File: config.mk
export PLATFORM = sky130hd
export DESIGN_NAME = dis_controller
export DESIGN_NICKNAME = d
export VERILOG_FILES = /design/src/rtl/dis_pkg.sv /design/src/rtl/dis_controller.sv
export SDC_FILE = /design/constraint.sdc
export NUM_CORES = 1
export LEC_CHECK = 0
export BUFFER_PORTS_ARGS = -buffer_cell sky130_fd_sc_hd__buf_2
export CAP_MARGIN = 40
export CORE_AREA = 8 8 45 47
export CTS_BUF_LIST = sky130_fd_sc_hd__clkbuf_4 sky130_fd_sc_hd__clkbuf_8
export DETAILED_ROUTE_END_ITERATION = 12
export DIE_AREA = 0 0 53 55
export PLACE_DENSITY_LB_ADDON = 0.05
export SYNTH_ARGS = -nofsm -noshare
export SYNTH_HDL_FRONTEND = slang
export SYNTH_SLANG_ARGS = --single-unit
File: constraint.sdc
create_clock -name i_clk -period 5 [get_ports i_clk]
set_clock_uncertainty 0.2 [all_clocks]
set_input_delay 1.5 -clock i_clk [delete_from_list [all_inputs] [get_ports i_clk]]
set_output_delay 1.5 -clock i_clk [all_outputs]
set_load 0.02 [all_outputs]
File: src/rtl/dis_pkg.sv
`timescale 1ns / 1ps
package dis_pkg;

    // defaults for the top-level parameters
    localparam int DEF_MAX_ENTRIES = 1024;
    localparam int DEF_KEY_BITS    = 16;

    // fixed field widths of the ports
    localparam int SKEY_W = 16;
    localparam int TAG_W  = 10;
    localparam int FILL_W = 11;

    // operation codes
    localparam logic OP_INSERT = 1'b0;
    localparam logic OP_POP    = 1'b1;

    // commands from the controller to the datapath
    typedef struct packed {
        logic ld_item;      // latch key and tag of the accepted word
        logic cnt_inc;
        logic cnt_dec;
        logic rd_top;       // read the entry at count-1, address register follows
        logic rd_next;      // read the entry below the current address
        logic wr_shift;     // move the entry just read up by one place
        logic wr_new_above; // write the new pair above the current address
        logic wr_new_zero;  // write the new pair at the bottom
        logic res_pop;      // result comes from the entry just read
        logic res_flag;     // result carries no pair
        logic res_drop;     // with res_flag: insert found the table full
        logic emit;         // move the result into the output register
    } t_cmd;

    // status from the datapath to the controller
    typedef struct packed {
        logic empty;
        logic full;
        logic rd_ge;        // key just read is not below the new key
        logic addr_zero;
        logic out_free;
    } t_status;

endpackage

File: src/rtl/dis_controller.sv
`timescale 1ns / 1ps
module dis_controller (
    input  logic             i_clk,
    input  logic             i_rst_n,
    input  logic             i_valid,
    input  logic             i_operation,
    output logic             o_ready,
    input  dis_pkg::t_status i_status,
    output dis_pkg::t_cmd    o_cmd
);
    import dis_pkg::*;

    localparam logic [2:0] S_IDLE  = 3'd0;
    localparam logic [2:0] S_SHIFT = 3'd1;
    localparam logic [2:0] S_PLACE = 3'd2;
    localparam logic [2:0] S_POPRD = 3'd3;
    localparam logic [2:0] S_EMIT  = 3'd4;

    logic [2:0] r_state;
    logic [2:0] n_state;

    always_ff @(posedge i_clk) begin
        if (!i_rst_n) begin
            r_state <= S_IDLE;
        end else begin
            r_state <= n_state;
        end
    end

    assign o_ready = (r_state == S_IDLE);

    // next state and commands
    always_comb begin
        n_state = r_state;
        o_cmd   = '0;
        case (r_state)
            S_IDLE: begin
                if (i_valid) begin
                    o_cmd.ld_item = 1'b1;
                    if (i_operation == OP_INSERT) begin
                        if (i_status.full) begin
                            o_cmd.res_flag = 1'b1;
                            o_cmd.res_drop = 1'b1;
                            n_state        = S_EMIT;
                        end else if (i_status.empty) begin
                            o_cmd.cnt_inc = 1'b1;
                            n_state       = S_PLACE;
                        end else begin
                            o_cmd.cnt_inc = 1'b1;
                            o_cmd.rd_top  = 1'b1;
                            n_state       = S_SHIFT;
                        end
                    end else begin
                        if (i_status.empty) begin
                            o_cmd.res_flag = 1'b1;
                            n_state        = S_EMIT;
                        end else begin
                            o_cmd.cnt_dec = 1'b1;
                            o_cmd.rd_top  = 1'b1;
                            n_state       = S_POPRD;
                        end
                    end
                end
            end
            // walk down from the top, moving every key not below the new one up
            S_SHIFT: begin
                if (i_status.rd_ge) begin
                    o_cmd.wr_shift = 1'b1;
                    if (i_status.addr_zero) begin
                        n_state = S_PLACE;
                    end else begin
                        o_cmd.rd_next = 1'b1;
                    end
                end else begin
                    o_cmd.wr_new_above = 1'b1;
                    o_cmd.res_flag     = 1'b1;
                    n_state            = S_EMIT;
                end
            end
            S_PLACE: begin
                o_cmd.wr_new_zero = 1'b1;
                o_cmd.res_flag    = 1'b1;
                n_state           = S_EMIT;
            end
            S_POPRD: begin
                o_cmd.res_pop = 1'b1;
                n_state       = S_EMIT;
            end
            S_EMIT: begin
                if (i_status.out_free) begin
                    o_cmd.emit = 1'b1;
                    n_state    = S_IDLE;
                end
            end
            default: begin
                n_state = S_IDLE;
            end
        endcase
    end

endmodule

==> impl_metrics.toml <==
[routing]
wl_met2_um = 480
avgRoutedWirePerCell_um = 13.4
drt_iter0_markers = 3
vias = 379
dr.pass1.iters = 4
drt-met1-wl_um = 422
ant_nets = 0
viasPerCell = 4.92
top_layer = "met4"
routed_wl_mm = 1.03
post-route-drc-count = 0
wl_met3_um = 116

[die]
core-area_um2 = 1380
num_io_pins = 22
dieArea_um2 = 2920
start_util_pct = 22.1
die_h_um = 55
die_w_um = 53
rows = 14

[worst_setup_path]
worst-path-buf-inv = 2
critPathTopFamily = "simple AND/OR/NAND/NOR gates"
reg2reg_slack_ns = 3.39
critPathMaxStageDelay_ns = 0.51
end_kind = "output pin"
critPathArrivalTime_ns = 2.49
cpMaxStageDelayCell = "or4b_4"
crit_chain = "buf_2 > or4b_4 > nor3_4 > buf_2"
cp.required_ns = 3.30
path_common_cell = "buf_2"
cp-start-kind = "input port"
crit_fanout = 6
worstSetupPathType = "input port to output pin"

[logic_synthesis]
ys_types = 25
syn-num-nets = 47
ys_warn_count = 0
ys_seq_area_share_pct = 19.7
synthCells = 38
synth-seq-cells = 3
synth_area_um2 = 305
synth_area_per_cell_um2 = 8.03

[cells_and_area]
largest_register_ffs = 3
diodes = 0
nets = 71
area_growth_pct = 48.0
design_area_um2 = 452
top_register = "r_state"
layout-drive-gt1-share_pct = 50.8
reg_top3 = "r_state: 3 flops"

[clock_tree]
root_buffer = "clkbuf_4"
clkTransAtPathRegs_ns = 0.04
cts_made_buffers = 3
clock-sinks = 3
cts_resized = 0
hold_buffers = 0
clk_path_buf_depth = 2
cts_max_level = 1
clk_latency_ns = 0.23
cts_tree = "done"
post_cts_buffers = 0

[sta]
rsz0062_at_grt = "false"
min_period_ns = 4.19
hold_violations = 0
fmax_ghz = 0.239
tns_ns = 0
whs_ns = 0.481
period_share_pct = 83.7
worst-slew-pin-transition_ns = 0.382
drv_slew = 0
max-slew-margin-rel_pct = 74.5
finalSetupViolCount = 0

[global_route]
grt.total_usage_pct = 7.11
grt_pass1_vias = 367
grt-ovfl-total = 0
antenna_found_initial = 0
grt_max_degree = 13
grt_pass1_wl_mm = 1.52

[run_status]
status = "finished, final reports clean"

[power]
p_leak_nw = 0.226
totalPowerFinal_w = 0.000120
p_seq_share_pct = 26.0
combPwrFrac_pct = 34.4
switching_share_pct = 34.0
clkPwrFrac_pct = 39.5
p_per_area_nw_per_um2 = 265
switchingPower_w = 0.0000408
irDropWorstVdd_mv = 0.103
p_int_w = 0.0000791

[placement]
gp_congestion = 0.685
placed_area_um2 = 422
io_buffers = 21
dp_hpwl_um = 845

[worst_hold_path]
min_path_type = "flop to flop"

[flow_run]
drv_cap = 0
-- cell type report --
class / count / area (µm²)
fillers: 160 / 932
multi-input cells: 30 / 225
repair buffers: 21 / 105
flip-flops and latches: 3 / 60.1
clock buffers: 4 / 30.0
well taps: 16 / 20.0
inverters: 3 / 11.3
-- cells in the final DEF, fill, tap and decap left out, types with 2 or more instances in the layout --
master,count
inv_1,3
nor2b_1,2
o22ai_1,2
clkbuf_4,4
and2b_2,2
nor4b_1,2
nand2b_1,2
nor3b_1,2
nor3_1,4
dfxtp_1,3
buf_2,21
-- worst reg2reg max path, cell delays in order (launching register included) --
cell and delay [ns]:
dfxtp_1 0.41, or4b_4 0.61, nor3_4 0.19, o21a_1 0.13
-- final timing paths --
path                   start  cells past startpoint    endpoint
setup / recovery     i_valid                      4    o_cmd[8]
hold / removal    r_state[0]                      2  r_state[1]
setup reg to reg  r_state[2]                      3  r_state[0]
hold reg to reg   r_state[0]                      2  r_state[1]
-- metrics by stage --
step | utilization (%) | instances | worst slack, ns
2_1_floorplan | - | 38 | 0.829
3_3_place_gp | 30.5 | 73 | 0.799
3_5_place_dp | 30.5 | 73 | 0.804
4_1_cts | 32.6 | 77 | 0.803
5_1_grt | 32.6 | 77 | 0.779
6_report | 32.6 | 77 | 0.814
-- power by group through the flow --
stage	clock, W	combinational [W]	sequential, W
final	0.0000474	0.0000413	0.0000312
after global routing	0.0000524	0.0000451	0.0000318
after CTS	0.0000508	0.0000422	0.0000312
after detailed placement	0	0.0000422	0.0000316
after global placement	0	0.0000424	0.0000318
after floorplan	0	0.0000304	0.0000278
-- Yosys cell counts, drive strengths merged --
library cell  n  area, µm²
a21oi         1       5.00
a221oi        1       8.76
and2b         2       17.5
and4bb        1       12.5
buf           1       5.00
clkbuf        1       3.75
dfxtp         3       60.1
inv           3       11.3
mux2          1       11.3
mux2i         1       10.0
nand2         1       3.75
nand2b        2       12.5
nand3         1       5.00
nor2          1       3.75
nor2b         2       12.5
nor3          5       36.3
nor3b         2       15.0
nor4          1       6.26
nor4b         2       17.5
o21a          1       7.51
o21ai         1       5.00
o22ai         2       12.5
o31a          1       8.76
or4b          1       13.8
-- logic make-up (layout without fill, tap and decap cells) --
logic type	after synthesis	in the layout	synth area share (%)
simple gates	21	21	51.2
mux	2	2	6.97
flops	3	3	19.7
compound gates	7	7	15.6
buf+inv	5	28	6.55
-- metal layers --
metal  GRT usage (%)  vias up
met3            2.41        2
met2            10.7       13
met1            7.31      174
met5               0        -
met4            7.76        0
li1                -      190
No activity file was read; power rests on OpenSTA's default activity.
